**src/hdl/mat3_pkg.sv**
```systemverilog
package mat3_pkg;

    // Default geometry and fixed port widths
    localparam int DIM_DEFAULT        = 3;
    localparam int ELEM_WIDTH_DEFAULT = 16;
    localparam int IN_WIDTH           = 16;
    localparam int VALUE_WIDTH        = 33;
    localparam int PADDR_WIDTH        = 3;
    localparam int PDATA_WIDTH        = 32;

    // Operation codes; the spare code behaves as multiply
    localparam logic [1:0] OP_ADD     = 2'd0;
    localparam logic [1:0] OP_SUB     = 2'd1;
    localparam logic [1:0] OP_MUL     = 2'd2;
    localparam logic [1:0] OP_MUL_ALT = 2'd3;

    // Register index (word address bit)
    localparam logic REG_OPERATION = 1'b0;

    typedef enum logic [1:0] {
        ST_LOAD,
        ST_ISSUE,
        ST_WAIT
    } state_t;

    // Tag that travels with each memory read down the datapath
    typedef struct packed {
        logic valid;
        logic first;
        logic last_k;
        logic last_cell;
        logic mul;
        logic sub;
    } ctl_t;

    // Datapath status back to the sequencer
    typedef struct packed {
        logic cell_done;
        logic out_free;
    } status_t;

    function automatic logic op_is_mul(input logic [1:0] op);
        return (op == OP_MUL) || (op == OP_MUL_ALT);
    endfunction

endpackage

```
**src/hdl/mat3_ram.sv**
```systemverilog
module mat3_ram #(
    parameter int WIDTH = 16,
    parameter int DEPTH = 9,
    localparam int AW = (DEPTH > 1) ? $clog2(DEPTH) : 1
) (
    input  logic             aclk,
    input  logic             wr_en,
    input  logic [AW-1:0]    wr_addr,
    input  logic [WIDTH-1:0] wr_data,
    input  logic [AW-1:0]    rd_addr,
    output logic [WIDTH-1:0] rd_data
);

    logic [WIDTH-1:0] mem [DEPTH];

    // Simple dual port, registered read
    always_ff @(posedge aclk) begin
        if (wr_en) begin
            mem[wr_addr] <= wr_data;
        end
        rd_data <= mem[rd_addr];
    end

endmodule

```
**src/hdl/mat3_seq.sv**
```systemverilog
module mat3_seq import mat3_pkg::*; #(
    parameter int DIM        = DIM_DEFAULT,
    parameter int ELEM_WIDTH = ELEM_WIDTH_DEFAULT,
    localparam int CELLS  = DIM * DIM,
    localparam int ADDR_W = $clog2(CELLS),
    localparam int CNT_W  = $clog2(2 * CELLS),
    localparam int K_W    = $clog2(DIM)
) (
    input  logic                  aclk,
    input  logic                  aresetn,
    input  logic                  s_valid,
    output logic                  s_ready,
    input  logic [IN_WIDTH-1:0]   s_element,
    input  logic [1:0]            operation,
    input  status_t               status,
    output ctl_t                  ctl,
    output logic                  a_we,
    output logic                  b_we,
    output logic [ADDR_W-1:0]     a_waddr,
    output logic [ADDR_W-1:0]     b_waddr,
    output logic [ELEM_WIDTH-1:0] wdata,
    output logic [ADDR_W-1:0]     a_raddr,
    output logic [ADDR_W-1:0]     b_raddr
);

    state_t            state_reg, state_next;
    logic [CNT_W-1:0]  load_count_reg, load_count_next;
    logic              mul_reg, mul_next;
    logic              sub_reg, sub_next;
    logic [K_W-1:0]    k_reg, k_next;
    logic [ADDR_W-1:0] kdim_reg, kdim_next;
    logic [K_W-1:0]    col_reg, col_next;
    logic [K_W-1:0]    row_reg, row_next;
    logic [ADDR_W-1:0] row_base_reg, row_base_next;

    logic              accept;
    logic              load_last;
    logic              in_first;
    logic              k_last;
    logic              col_last;
    logic              row_last;
    logic              cell_last;
    logic              issue;
    logic [CNT_W-1:0]  b_offset;

    assign accept    = s_valid && s_ready;
    assign load_last = (load_count_reg == CNT_W'(2 * CELLS - 1));
    assign in_first  = (load_count_reg < CNT_W'(CELLS));
    assign k_last    = !mul_reg || (k_reg == K_W'(DIM - 1));
    assign col_last  = (col_reg == K_W'(DIM - 1));
    assign row_last  = (row_reg == K_W'(DIM - 1));
    assign cell_last = col_last && row_last;

    // Element narrowing / widening into storage width
    generate
        if (ELEM_WIDTH <= IN_WIDTH) begin : g_narrow
            assign wdata = s_element[ELEM_WIDTH-1:0];
        end else begin : g_wide
            assign wdata = ELEM_WIDTH'(signed'(s_element));
        end
    endgenerate

    // Load-side write ports
    assign b_offset = load_count_reg - CNT_W'(CELLS);
    assign a_we     = accept && in_first;
    assign b_we     = accept && !in_first;
    assign a_waddr  = load_count_reg[ADDR_W-1:0];
    assign b_waddr  = b_offset[ADDR_W-1:0];

    // Read addresses: row of A against column of B, or the same cell of both
    assign a_raddr = row_base_reg + (mul_reg ? ADDR_W'(k_reg) : ADDR_W'(col_reg));
    assign b_raddr = mul_reg ? (kdim_reg + ADDR_W'(col_reg))
                             : (row_base_reg + ADDR_W'(col_reg));

    // Next state
    always_comb begin
        state_next = state_reg;
        case (state_reg)
            ST_LOAD: begin
                if (accept && load_last) begin
                    state_next = ST_ISSUE;
                end
            end
            ST_ISSUE: begin
                if (issue && k_last) begin
                    state_next = ST_WAIT;
                end
            end
            ST_WAIT: begin
                if (status.cell_done) begin
                    state_next = cell_last ? ST_LOAD : ST_ISSUE;
                end
            end
            default: state_next = ST_LOAD;
        endcase
    end

    // State outputs; a new cell starts only once the output register can take it
    always_comb begin
        s_ready = 1'b0;
        issue   = 1'b0;
        case (state_reg)
            ST_LOAD:  s_ready = 1'b1;
            ST_ISSUE: issue   = (k_reg != '0) || status.out_free;
            ST_WAIT:  issue   = 1'b0;
            default: begin
                s_ready = 1'b0;
                issue   = 1'b0;
            end
        endcase
    end

    assign ctl.valid     = issue;
    assign ctl.first     = (k_reg == '0);
    assign ctl.last_k    = k_last;
    assign ctl.last_cell = cell_last;
    assign ctl.mul       = mul_reg;
    assign ctl.sub       = sub_reg;

    // Counters
    always_comb begin
        load_count_next = load_count_reg;
        mul_next        = mul_reg;
        sub_next        = sub_reg;
        k_next          = k_reg;
        kdim_next       = kdim_reg;
        col_next        = col_reg;
        row_next        = row_reg;
        row_base_next   = row_base_reg;
        if (accept) begin
            if (load_last) begin
                load_count_next = '0;
                mul_next        = op_is_mul(operation);
                sub_next        = (operation == OP_SUB);
                k_next          = '0;
                kdim_next       = '0;
                col_next        = '0;
                row_next        = '0;
                row_base_next   = '0;
            end else begin
                load_count_next = load_count_reg + 1'b1;
            end
        end
        if (issue) begin
            if (k_last) begin
                k_next    = '0;
                kdim_next = '0;
            end else begin
                k_next    = k_reg + 1'b1;
                kdim_next = kdim_reg + ADDR_W'(DIM);
            end
        end
        if ((state_reg == ST_WAIT) && status.cell_done) begin
            if (col_last) begin
                col_next      = '0;
                row_next      = row_last ? '0 : row_reg + 1'b1;
                row_base_next = row_last ? '0 : row_base_reg + ADDR_W'(DIM);
            end else begin
                col_next = col_reg + 1'b1;
            end
        end
    end

    always_ff @(posedge aclk) begin
        if (!aresetn) begin
            state_reg      <= ST_LOAD;
            load_count_reg <= '0;
            mul_reg        <= 1'b0;
            sub_reg        <= 1'b0;
            k_reg          <= '0;
            kdim_reg       <= '0;
            col_reg        <= '0;
            row_reg        <= '0;
            row_base_reg   <= '0;
        end else begin
            state_reg      <= state_next;
            load_count_reg <= load_count_next;
            mul_reg        <= mul_next;
            sub_reg        <= sub_next;
            k_reg          <= k_next;
            kdim_reg       <= kdim_next;
            col_reg        <= col_next;
            row_reg        <= row_next;
            row_base_reg   <= row_base_next;
        end
    end

    // Checks
    a_issue_only_in_issue: assert property (@(posedge aclk) disable iff (!aresetn)
        issue |-> (state_reg == ST_ISSUE))
        else $error("read issued outside issue state");

    a_set_starts_compute: assert property (@(posedge aclk) disable iff (!aresetn)
        (accept && load_last) |=> (state_reg == ST_ISSUE) && (load_count_reg == '0))
        else $error("completed set did not start compute");

    a_done_while_waiting: assert property (@(posedge aclk) disable iff (!aresetn)
        status.cell_done |-> (state_reg == ST_WAIT))
        else $error("cell finished while sequencer not waiting");

endmodule

```
**src/hdl/mat3_dp.sv**
```systemverilog
module mat3_dp import mat3_pkg::*; #(
    parameter int DIM        = DIM_DEFAULT,
    parameter int ELEM_WIDTH = ELEM_WIDTH_DEFAULT,
    localparam int ACC_W = 2 * ELEM_WIDTH + $clog2(DIM)
) (
    input  logic                   aclk,
    input  logic                   aresetn,
    input  ctl_t                   ctl,
    input  logic [ELEM_WIDTH-1:0]  a_rdata,
    input  logic [ELEM_WIDTH-1:0]  b_rdata,
    output status_t                status,
    output logic                   m_valid,
    input  logic                   m_ready,
    output logic [VALUE_WIDTH-1:0] m_value,
    output logic                   m_last
);

    ctl_t                      ctl1_reg;
    ctl_t                      ctl2_reg;
    logic signed [ACC_W-1:0]   term_reg, term_next;
    logic signed [ACC_W-1:0]   acc_reg, acc_next;
    logic [VALUE_WIDTH-1:0]    m_value_reg, m_value_next;
    logic                      m_last_reg, m_last_next;
    logic                      m_valid_reg, m_valid_next;

    logic signed [ELEM_WIDTH-1:0]   a_s;
    logic signed [ELEM_WIDTH-1:0]   b_s;
    logic signed [2*ELEM_WIDTH-1:0] prod;
    logic signed [ACC_W-1:0]        sum;
    logic [VALUE_WIDTH-1:0]         sum_value;
    logic                           cell_done;

    assign a_s = a_rdata;
    assign b_s = b_rdata;

    // Stage 2: product or element-wise sum/difference
    always_comb begin
        prod = a_s * b_s;
        if (ctl1_reg.mul) begin
            term_next = ACC_W'(prod);
        end else if (ctl1_reg.sub) begin
            term_next = ACC_W'(a_s) - ACC_W'(b_s);
        end else begin
            term_next = ACC_W'(a_s) + ACC_W'(b_s);
        end
    end

    // Stage 3: accumulate, hand the finished cell to the output register
    assign sum       = (ctl2_reg.first ? '0 : acc_reg) + term_reg;
    assign cell_done = ctl2_reg.valid && ctl2_reg.last_k;

    generate
        if (ACC_W >= VALUE_WIDTH) begin : g_wrap
            assign sum_value = sum[VALUE_WIDTH-1:0];
        end else begin : g_extend
            assign sum_value = VALUE_WIDTH'(sum);
        end
    endgenerate

    always_comb begin
        acc_next     = acc_reg;
        m_value_next = m_value_reg;
        m_last_next  = m_last_reg;
        m_valid_next = m_valid_reg && !m_ready;
        if (ctl2_reg.valid) begin
            acc_next = sum;
        end
        if (cell_done) begin
            m_value_next = sum_value;
            m_last_next  = ctl2_reg.last_cell;
            m_valid_next = 1'b1;
        end
    end

    always_ff @(posedge aclk) begin
        if (!aresetn) begin
            ctl1_reg    <= '0;
            ctl2_reg    <= '0;
            m_valid_reg <= 1'b0;
        end else begin
            ctl1_reg    <= ctl;
            ctl2_reg    <= ctl1_reg;
            m_valid_reg <= m_valid_next;
        end
    end

    always_ff @(posedge aclk) begin
        term_reg    <= term_next;
        acc_reg     <= acc_next;
        m_value_reg <= m_value_next;
        m_last_reg  <= m_last_next;
    end

    assign status.cell_done = cell_done;
    assign status.out_free  = !m_valid_reg || m_ready;
    assign m_valid          = m_valid_reg;
    assign m_value          = m_value_reg;
    assign m_last           = m_last_reg;

    // Checks
    a_no_overwrite: assert property (@(posedge aclk) disable iff (!aresetn)
        cell_done |-> (!m_valid_reg || m_ready))
        else $error("result written over a pending transaction");

    a_valid_from_cell: assert property (@(posedge aclk) disable iff (!aresetn)
        $rose(m_valid_reg) |-> $past(cell_done))
        else $error("output valid without a finished cell");

    a_contiguous_terms: assert property (@(posedge aclk) disable iff (!aresetn)
        (ctl2_reg.valid && !ctl2_reg.first) |-> $past(ctl2_reg.valid && !ctl2_reg.last_k))
        else $error("accumulation term out of sequence");

endmodule

```
**src/hdl/matrix3x3_add_sub_mul.sv**
```systemverilog
// Streaming DIM x DIM matrix add / subtract / multiply, operands held in two RAMs.
// Load: one element per cycle, 2*DIM*DIM elements per set; no input is taken while results are computed.
// Compute: one RAM read pair per cycle while issuing; each cell passes the read, product and
// accumulate stages, and the next cell's reads wait until that cell is done and the output
// register is free. The default set is 18 elements.
// Reset (aresetn, synchronous, active low) clears the load count, sequencer and operation.
module matrix3x3_add_sub_mul import mat3_pkg::*; #(
    parameter int DIM        = DIM_DEFAULT,
    parameter int ELEM_WIDTH = ELEM_WIDTH_DEFAULT,
    localparam int CELLS  = DIM * DIM,
    localparam int ADDR_W = $clog2(CELLS)
) (
    input  logic                   aclk,
    input  logic                   aresetn,
    input  logic                   psel,
    input  logic                   penable,
    input  logic                   pwrite,
    input  logic [PADDR_WIDTH-1:0] paddr,
    input  logic [PDATA_WIDTH-1:0] pwdata,
    output logic [PDATA_WIDTH-1:0] prdata,
    output logic                   pready,
    input  logic                   s_valid,
    output logic                   s_ready,
    input  logic [IN_WIDTH-1:0]    s_element,
    output logic                   m_valid,
    input  logic                   m_ready,
    output logic [VALUE_WIDTH-1:0] m_value,
    output logic                   m_last
);

    logic [1:0]            operation_reg, operation_next;
    logic                  reg_index;
    logic                  cfg_write;

    status_t               status;
    ctl_t                  ctl;
    logic                  a_we, b_we;
    logic [ADDR_W-1:0]     a_waddr, b_waddr;
    logic [ADDR_W-1:0]     a_raddr, b_raddr;
    logic [ELEM_WIDTH-1:0] wdata;
    logic [ELEM_WIDTH-1:0] a_rdata, b_rdata;

    // Config port
    assign pready    = 1'b1;
    assign reg_index = paddr[PADDR_WIDTH-1];
    assign cfg_write = psel && penable && pwrite && pready;

    always_comb begin
        operation_next = operation_reg;
        if (cfg_write && (reg_index == REG_OPERATION)) begin
            operation_next = pwdata[1:0];
        end
    end

    always_ff @(posedge aclk) begin
        if (!aresetn) begin
            operation_reg <= OP_ADD;
        end else begin
            operation_reg <= operation_next;
        end
    end

    assign prdata = (reg_index == REG_OPERATION) ? PDATA_WIDTH'(operation_reg) : '0;

    mat3_seq #(
        .DIM        (DIM),
        .ELEM_WIDTH (ELEM_WIDTH)
    ) u_seq (
        .aclk      (aclk),
        .aresetn   (aresetn),
        .s_valid   (s_valid),
        .s_ready   (s_ready),
        .s_element (s_element),
        .operation (operation_reg),
        .status    (status),
        .ctl       (ctl),
        .a_we      (a_we),
        .b_we      (b_we),
        .a_waddr   (a_waddr),
        .b_waddr   (b_waddr),
        .wdata     (wdata),
        .a_raddr   (a_raddr),
        .b_raddr   (b_raddr)
    );

    // Operand stores
    mat3_ram #(
        .WIDTH (ELEM_WIDTH),
        .DEPTH (CELLS)
    ) u_ram_a (
        .aclk    (aclk),
        .wr_en   (a_we),
        .wr_addr (a_waddr),
        .wr_data (wdata),
        .rd_addr (a_raddr),
        .rd_data (a_rdata)
    );

    mat3_ram #(
        .WIDTH (ELEM_WIDTH),
        .DEPTH (CELLS)
    ) u_ram_b (
        .aclk    (aclk),
        .wr_en   (b_we),
        .wr_addr (b_waddr),
        .wr_data (wdata),
        .rd_addr (b_raddr),
        .rd_data (b_rdata)
    );

    mat3_dp #(
        .DIM        (DIM),
        .ELEM_WIDTH (ELEM_WIDTH)
    ) u_dp (
        .aclk    (aclk),
        .aresetn (aresetn),
        .ctl     (ctl),
        .a_rdata (a_rdata),
        .b_rdata (b_rdata),
        .status  (status),
        .m_valid (m_valid),
        .m_ready (m_ready),
        .m_value (m_value),
        .m_last  (m_last)
    );

endmodule
```
**config.mk**
```make
export PLATFORM = sky130hd
export DESIGN_NAME = matrix3x3_add_sub_mul
export DESIGN_NICKNAME = d
export VERILOG_FILES = /design/src/hdl/mat3_pkg.sv /design/src/hdl/mat3_ram.sv /design/src/hdl/mat3_seq.sv /design/src/hdl/mat3_dp.sv /design/src/hdl/matrix3x3_add_sub_mul.sv
export SDC_FILE = /design/constraint.sdc
export NUM_CORES = 1
export LEC_CHECK = 0
export ABC_AREA = 1
export BUFFER_PORTS_ARGS = -buffer_cell sky130_fd_sc_hd__buf_2
export CAP_MARGIN = 40
export CELL_PAD_IN_SITES_DETAIL_PLACEMENT = 1
export CELL_PAD_IN_SITES_GLOBAL_PLACEMENT = 1
export CORE_MARGIN = 3
export CORE_UTILIZATION = 35
export DETAILED_ROUTE_END_ITERATION = 8
export HOLD_SLACK_MARGIN = 0.03
export MAX_ROUTING_LAYER = met4
export PLACE_DENSITY = 0.63
export SLEW_MARGIN = 15
export SYNTH_ARGS = -nofsm -noshare
export SYNTH_HDL_FRONTEND = slang
export SYNTH_HIERARCHICAL = 1
export SYNTH_SLANG_ARGS = --single-unit
export TNS_END_PERCENT = 100
```
**constraint.sdc**
```tcl
create_clock -name aclk -period 7.9 [get_ports aclk]
set_input_delay 1.185 -clock aclk [delete_from_list [all_inputs] [get_ports aclk]]
set_output_delay 1.185 -clock aclk [all_outputs]
set_load 0.01 [all_outputs]
```
==> key figures, run 1 <==
Run status
  – Status: finished clean

Yosys
  – Fraction of registers with async set/reset: 0
  – Top-area cell type share of the netlist area: 0.324
  – Ys flop type: edfxtp_1
  – Main area contributors after synthesis: edfxtp_1 32%, fa_1 16%, nand2_1 12%, inv_1 10%, dfxtp_1 6.1%
  – Avg Inst Size Synth: 8.43 um2
  – Mapped Area: between 30000 and 40000 um2
  – Cell variety after synth: 48
  – Cells after Synth: 3900
  – Synth area leader: edfxtp_1
  – Synth Warn #: 6
  – Post-synthesis sequential area ratio: 0.385
  – Number of synthesized flops with an enable pin: 355
  – Synth Register Bits: about 460

Timing
  – Worst slew pin tran: ~900 ps
  – Slew margin rel.: 0.397
  – Final Hold Fails: 0
  – Layout Skew: 37.1 ps
  – Setup TNS: 0 ps
  – FMAX: 154 MHz
  – Final setup fails: 0
  – RSZ-0062 raised after global routing: false
  – Crit path time final: between 6000 and 7000 ps
  – Tcrit/Tclk final: 0.824
  – Slew Viols, Final: 0
  – Final Worst Setup Slack: 1390 ps

Route
  – Routed WL: 90700 um
  – DR DRC count: 0
  – Post-DRT Antenna Nets: 0
  – DR iter-0 viols: 1076
  – Via density: 4.62
  – Via count: 24108
  – 1st-pass router iterations: 5
  – DR WL/cell: between 15 and 20 um

Global route
  – Global-route wire length before repair: around 150000 um
  – Vias in the first global route: 26002
  – Global-route usage over all layers: 0.194
  – Initial antenna violation count: 7
  – Aggregate global routing overflow: 0
  – Largest net degree at the start of global routing: 66

Placed design
  – Inst Count DP: 5112
  – Routability cong.: 0.890
  – IO buf count: 63
  – Cell area after placement: 34400 um2
  – Detail Placement HPWL: 67700 um
  – Setup slack after placement: roughly 1400 ps

Finish
  – Post-route cell area: 36200 um2
  – Commonest non-fill, non-tap cell in the layout: nand2_1
  – Layout cells sized above 1: 0.0662
  – Multi-input logic area: 15800 um2
  – Reg area: ~13000 um2
  – Largest registers: u_ram_a/mem x144, u_ram_b/mem x144
  – Commonest cells after routing, fill and taps aside: 1084 x nand2_1, 900 x inv_1, 355 x edfxtp_1, 304 x nand3_1, 266 x fa_1
  – Filler instances: 10956
  – Area Growth Syn to Fin: 9.95%
  – Final Non-Filler Cells: 5220
  – Nets: approximately 4400

Floorplanning
  – Row cnt: 111
  – DIE AREA: 97700 um2
  – Die Ht: 313 um
  – Starting density of the core: 0.356
  – Die Width: about 310 um
  – Core area: 92400 um2
  – Num ports: 127

Power
  – VDD IR max: 0.358 mV
  – Leak pwr: about 18 nW
  – Pwr dens: 405 nW/um2

Critical path
  – CP dominant cell by count: fa_1
  – CP Launch Type: flop
  – Slowest-stage cell, CP: dfxtp_1
  – Type of the worst setup path: flop to flop
  – Setup crit end kind: flop
  – Worst EP required: 8390 ps
  – Worst path max stage delay: 890 ps
  – Crit path DAT: 7000 ps
  – Crit path max fanout: 12
  – Worst-path cell chain: buf_4 > nor2_1 > fa_1 > fa_1 > fa_1 > fa_1 > fa_1 > inv_1 > fa_1 > inv_1 > ha_1 > nand2_1 > nor2_1 > inv_1 > nor2_1 > nand4_1 > nand3_1 > nand2_1 > nand3_1 > nand2_4

CTS
  – Clk sinks: 455
  – CTS Hold Bufs: 0
  – Resized Gates After CTS: 0
  – Clock-pin slew on the worst setup and hold paths: 60 ps
  – CTS buffer count: 52
  – # Post-CTS Setup Buffers: 0
  – CTS tree: built
  – H-tree level count: 2
  – Root Driver: clkbuf_16
  – Longest Clk Path Bufs: 3
  – Latest clock arrival within the worst-skew pair: 640 ps

Job
  – Max Cap Viol: 0

Worst hold path
  – Min-Delay Path Class: flop to flop
[stage by stage]
step	hold WS (ps)	util	total power [mW]
floorplan	386	-	9.43
global route	407	0.392	16.2
detailed placement	392	0.372	12.4
global placement	386	0.369	12.3
CTS	406	0.391	14.8
finish	402	0.392	14.7
[where the power goes]
group | internal, mW | switching [mW]
logic | 3.20 | 6.34
clock network | 1.37 | 1.02
registers | 2.68 | 0.0532
total | 7.26 | 7.41
[path summary, 6_finish.rpt]
| check | start | to | slack (ps) | cells past startpoint |
|---|---|---|---|---|
| setup reg to reg | u_ram_a/rd_data[4] | u_dp/term_reg[21] | 1390 | 20 |
| hold / removal | u_dp/ctl2_reg[2] | u_dp/m_last | 400 | 0 |
| setup / recovery | u_ram_a/rd_data[4] | u_dp/term_reg[21] | 1390 | 20 |
| hold reg to reg | u_dp/ctl2_reg[2] | u_dp/m_last | 400 | 0 |
[critical path: cells and delay by family, from the launching register on]
| kind | cells | cell delay, ps |
|---|---|---|
| adders and majority gates | 7 | 3670 |
| buffers and inverters | 4 | 470 |
| and+or+nand+nor | 9 | 1320 |
| DFF | 1 | 890 |
[layout make-up]
class	count	area share
multi-input combinational	2376	0.437
sequential	455	0.350
clock buffer	70	0.0424
tap	1243	0.0430
antenna	7	0.000484
inverter	913	0.0948
clock inverter	28	0.00588
timing repair buffer	128	0.0259
[routing by layer]
layer,vias to the layer above,GRT usage,part of all wire
met2,279,0.338,0.50
met1,11901,0.244,0.45
li1,11815,-,-
met3,113,0.0221,0.030
met4,0,0.0396,0.019
met5,-,-,0
[Yosys cell counts, drive strengths merged (13+ instances only)]
master     n
a21oi    102
inv      913
xor2      40
buf      133
edfxtp   355
nand3    306
o21ai     72
nor2     218
clkbuf    52
xnor2     13
nand4     21
fa       266
dfxtp    100
ha       143
nand2   1101
o21bai    14
[logic make-up (layout without fill, tap and decap cells)]
logic type      after synthesis  count (layout)  synth area share
compound gates              211             211            0.0350
xor+xnor                     53              53            0.0141
fa+ha+maj                   409             409             0.216
buf+inv                    1098            1139             0.138
flops                       455             455             0.385
other cells                   2              38          0.000228
simple gates               1672            1672             0.212
No activity file was read; power rests on OpenSTA's default activity.
==> inputs of run 2 (changes only) <==
--- a/config.mk
+++ b/config.mk
@@ -5,7 +5,7 @@
 export SDC_FILE = /design/constraint.sdc
 export NUM_CORES = 1
 export LEC_CHECK = 0
-export ABC_AREA = 1
+export ABC_AREA = 0
 export BUFFER_PORTS_ARGS = -buffer_cell sky130_fd_sc_hd__buf_2
 export CAP_MARGIN = 40
 export CELL_PAD_IN_SITES_DETAIL_PLACEMENT = 1
@@ -15,7 +15,7 @@
 export DETAILED_ROUTE_END_ITERATION = 8
 export HOLD_SLACK_MARGIN = 0.03
 export MAX_ROUTING_LAYER = met4
-export PLACE_DENSITY = 0.63
+export PLACE_DENSITY = 0.6
 export SLEW_MARGIN = 15
 export SYNTH_ARGS = -nofsm -noshare
 export SYNTH_HDL_FRONTEND = slang
==> constraint.sdc (replaced) <==
create_clock -name aclk -period 6.6 [get_ports aclk]
set_input_delay 0.99 -clock aclk [delete_from_list [all_inputs] [get_ports aclk]]
set_output_delay 0.99 -clock aclk [all_outputs]
set_load 0.01 [all_outputs]
==> run 2 against run 1 <==
Against the previous run: cell count fell by 26%; count of clock-buffer cells in the layout fell by 5; via count fell by 22%; critical path type unchanged; highest routed layer unchanged.
==> key figures, run 2 <==
Run status
  – Status: finished clean

Floorplanning
  – Starting density of the core: 0.356 (about the same)
  – Row cnt: 106 (-4.5%)
  – Core area: 84400 um2 (-8.7%)
  – Num ports: 127 (unchanged)
  – DIE AREA: 89400 um2 (-8.5%)
  – Die Width: 299 um (-4.3%)
  – Die Ht: 299 um (-4.3%)

Yosys
  – Cells after Synth: 2588 (-34%)
  – Synth Register Bits: 455 (unchanged)
  – Post-Synth Simple-Gate Area: 0.104 (-0.108)
  – Synth Area in XOR/XNOR: 0.0277 (+0.0136)
  – Top-area cell type share of the netlist area: 0.355 (+0.0306)
  – List of most frequent post-synthesis cells: 357 x inv_1, 355 x edfxtp_1, 266 x fa_1
  – Mux share of post-synthesis cell area: 0.0492 (+0.0492)
  – Fraction of registers with async set/reset: 0 (unchanged)
  – Synth area leader: edfxtp_1
  – Number of synthesized flops with an enable pin: 355 (unchanged)
  – Post-synthesis sequential area ratio: 0.421 (+0.0364)
  – Largest family of logic cells by synthesized area: adder cells
  – Synth Warn #: 6 (unchanged)
  – Cell variety after synth: 81 (+69%)
  – Main area contributors after synthesis: edfxtp_1 35%, fa_1 18%, dfxtp_1 6.7%, ha_1 6.0%, inv_1 4.5%
  – Adder and majority gate portion of the synthesized area: 0.237 (+0.0205)
  – Most numerous cell in the Yosys netlist: inv_1
  – Mapped Area: 30100 um2 (-8.6%)
  – Synth Area in Compound Gates: 0.0839 (+0.0489)
  – Ys flop type: edfxtp_1
  – Avg Inst Size Synth: 11.6 um2 (+38%)

Global route
  – Aggregate global routing overflow: 0 (unchanged)
  – Largest net degree at the start of global routing: 52 (-21%)
  – Global-route wire length before repair: 119000 um (-18%)
  – Initial antenna violation count: 0 (-7)
  – Vias in the first global route: 20904 (-20%)
  – Global-route usage over all layers: 0.172 (-0.0215)

Placed design
  – Detail Placement HPWL: 55000 um (-19%)
  – Inst Count DP: 3772 (-26%)
  – IO buf count: 63 (unchanged)
  – Routability cong.: 0.823 (-7.5%)

Timing
  – RSZ-0062 raised after global routing: false
  – Layout Skew: 16.6 ps (-20.6 ps)
  – Worst slew pin tran: 887 ps (-15.6 ps)
  – Tcrit/Tclk final: 0.949 (+0.125)
  – Final Hold Fails: 0 (unchanged)
  – Slew Viols, Final: 0 (unchanged)
  – Crit path time final: 6260 ps (-246 ps)
  – FMAX: 160 MHz (+3.9%)
  – Setup TNS: 0 ps (unchanged)
  – Final setup fails: 0 (unchanged)
  – Slew margin rel.: 0.408 (+0.0112)

CTS
  – Clock-pin slew on the worst setup and hold paths: 60 ps (about the same)
  – CTS tree: built
  – Clk sinks: 455 (unchanged)
  – Longest Clk Path Bufs: 3 (unchanged)
  – CTS buffer count: 51 (-1.9%)
  – Root Driver: clkbuf_16
  – H-tree level count: 2 (unchanged)
  – Latest clock arrival within the worst-skew pair: 610 ps (-30 ps)

Route
  – Post-DRT Antenna Nets: 0 (unchanged)
  – Via density: 4.84 (+4.8%)
  – DR iter-0 viols: 792 (-26%)
  – DR DRC count: 0 (unchanged)
  – DR WL/cell: 19.1 um (+10%)
  – Via count: 18729 (-22%)
  – Routed WL: 73900 um (-19%)
  – 1st-pass router iterations: 5 (unchanged)

Finish
  – Antenna Cells: 0 (-7)
  – Layout cells sized above 1: 0.145 (+0.0786)
  – Largest registers: u_ram_a/mem x144, u_ram_b/mem x144
  – Nets: 3158 (-28%)
  – Commonest non-fill, non-tap cell in the layout: inv_1
  – Commonest cells after routing, fill and taps aside: 357 x inv_1, 355 x edfxtp_1, 266 x fa_1, 215 x nand2_1, 141 x ha_1
  – Final Non-Filler Cells: 3868 (-26%)
  – Area Growth Syn to Fin: 12.5%

Critical path
  – CP Launch Type: flop
  – Reg2Reg Launch Point: u_ram_b/rd_data[8]
  – Crit path DAT: 6800 ps (-200 ps)
  – Type of the worst setup path: flop to flop
  – Reg-to-reg endpoint: u_dp/term_reg[32]
  – Crit path max fanout: 11 (-1)
  – Reg2reg path depth: 20 (unchanged)
  – Worst EP required: 7140 ps (-1250 ps)
  – R2R Setup Slk: 340 ps (-1050 ps)
  – Setup crit end kind: flop

Power
  – VDD IR max: 0.360 mV (+0.46%)
  – Pwr dens: 429 nW/um2 (+5.9%)
  – Total Power: 14.5 mW (-0.99%)
  – Leak pwr: 13.8 nW (-23%)

Worst hold path
  – Cell depth of the worst hold path: 0 (unchanged)
  – Min-delay src: u_dp/ctl2_reg[2]
  – Min-Delay Path Class: flop to flop
  – Hold EP: u_dp/m_last

Job
  – Max Cap Viol: 0 (unchanged)
[run 2: cell count changes after synthesis, moves of 38 or more]
cell,before,now
mux2i_1,0,70
inv_1,900,357
and2_1,0,134
nand2_1,1084,215
xnor2_1,13,68
buf_2,42,4
nor2b_1,0,40
nand3_1,304,21
nor2_1,208,92
mux2_2,0,69
[run 2: repair_timing]
item	CTS	global route
hold buffers	0	0
endpoints found under the setup margin	0	8
gates resized for setup	0	13
buffers inserted	0	0
[run 2: worst max-delay path by stage]
stage / start / end / slack [ps] / cells past startpoint
2_1_floorplan: u_ram_b/rd_data[4] / u_dp/term_reg[32] / 300 / 23
3_3_place_gp: u_ram_a/rd_data[15] / u_dp/term_reg[32] / 180 / 21
3_5_place_dp: u_ram_a/rd_data[15] / u_dp/term_reg[32] / 130 / 21
4_1_cts: u_ram_a/rd_data[15] / u_dp/term_reg[32] / 100 / 21
5_1_grt: u_ram_b/rd_data[8] / u_dp/term_reg[23] / 2 / 20
6_report: u_ram_b/rd_data[8] / u_dp/term_reg[32] / 340 / 20
[run 2: worst max-delay path, cell delays in order, from the launching register on]
cell and delay, ps:
dfxtp_1 610, nand2_1 150, fa_1 540, inv_1 60, fa_1 560, fa_1 490
fa_1 540, fa_1 540, inv_1 50, fa_1 520, inv_1 40, ha_1 320
a21o_1 130, nand2_1 70, nor3b_1 160, a22oi_1 350, nand3_1 170, a21oi_1 250
a41oi_2 190, or3_1 370, nand3_1 80
[run 2: metrics by stage]
stage | area, um2 | worst slack [ps] | hold WS (ps) | util
2_1_floorplan | 30200 | 305 | 386 | -
3_3_place_gp | 31800 | 184 | 390 | 0.377
3_5_place_dp | 32000 | 129 | 394 | 0.379
4_1_cts | 33800 | 104 | 410 | 0.400
5_1_grt | 33800 | 2.21 | 424 | 0.401
6_report | 33800 | 338 | 406 | 0.401
[run 2: routing by layer]
layer / vias to the layer above / routed length, um / GRT usage
li1: 8821 / - / -
met4: 0 / 1520 / 0.0398
met5: - / 0 / -
met3: 102 / 2160 / 0.0202
met1: 9574 / 34800 / 0.227
met2: 232 / 35400 / 0.286
[run 2: cell families after synthesis]
group                      count (synthesis)
and+or+nand+nor                          616
buffers and inverters                    514
DFF                                      455
adders and majority gates                409
AOI/OAI and AO/OA                        358
muxes                                    139
xor gates and xnor gates                  95
other                                      2
[run 2: area by class of cell]
type | count | area [um2]
sequential | 455 | 12700
timing repair buffer | 177 | 1250
multi-input combinational | 1648 | 15300
clock inverter | 31 | 425
clock buffer | 65 | 1380
fill | 9150 | 50500
inverter | 358 | 1340
tap | 1134 | 1420
[run 2: power breakdown]
group | switching, mW | internal, mW
registers | 0.0431 | 3.20
clock network | 1.19 | 1.84
logic | 4.53 | 3.72
total | 5.77 | 8.75
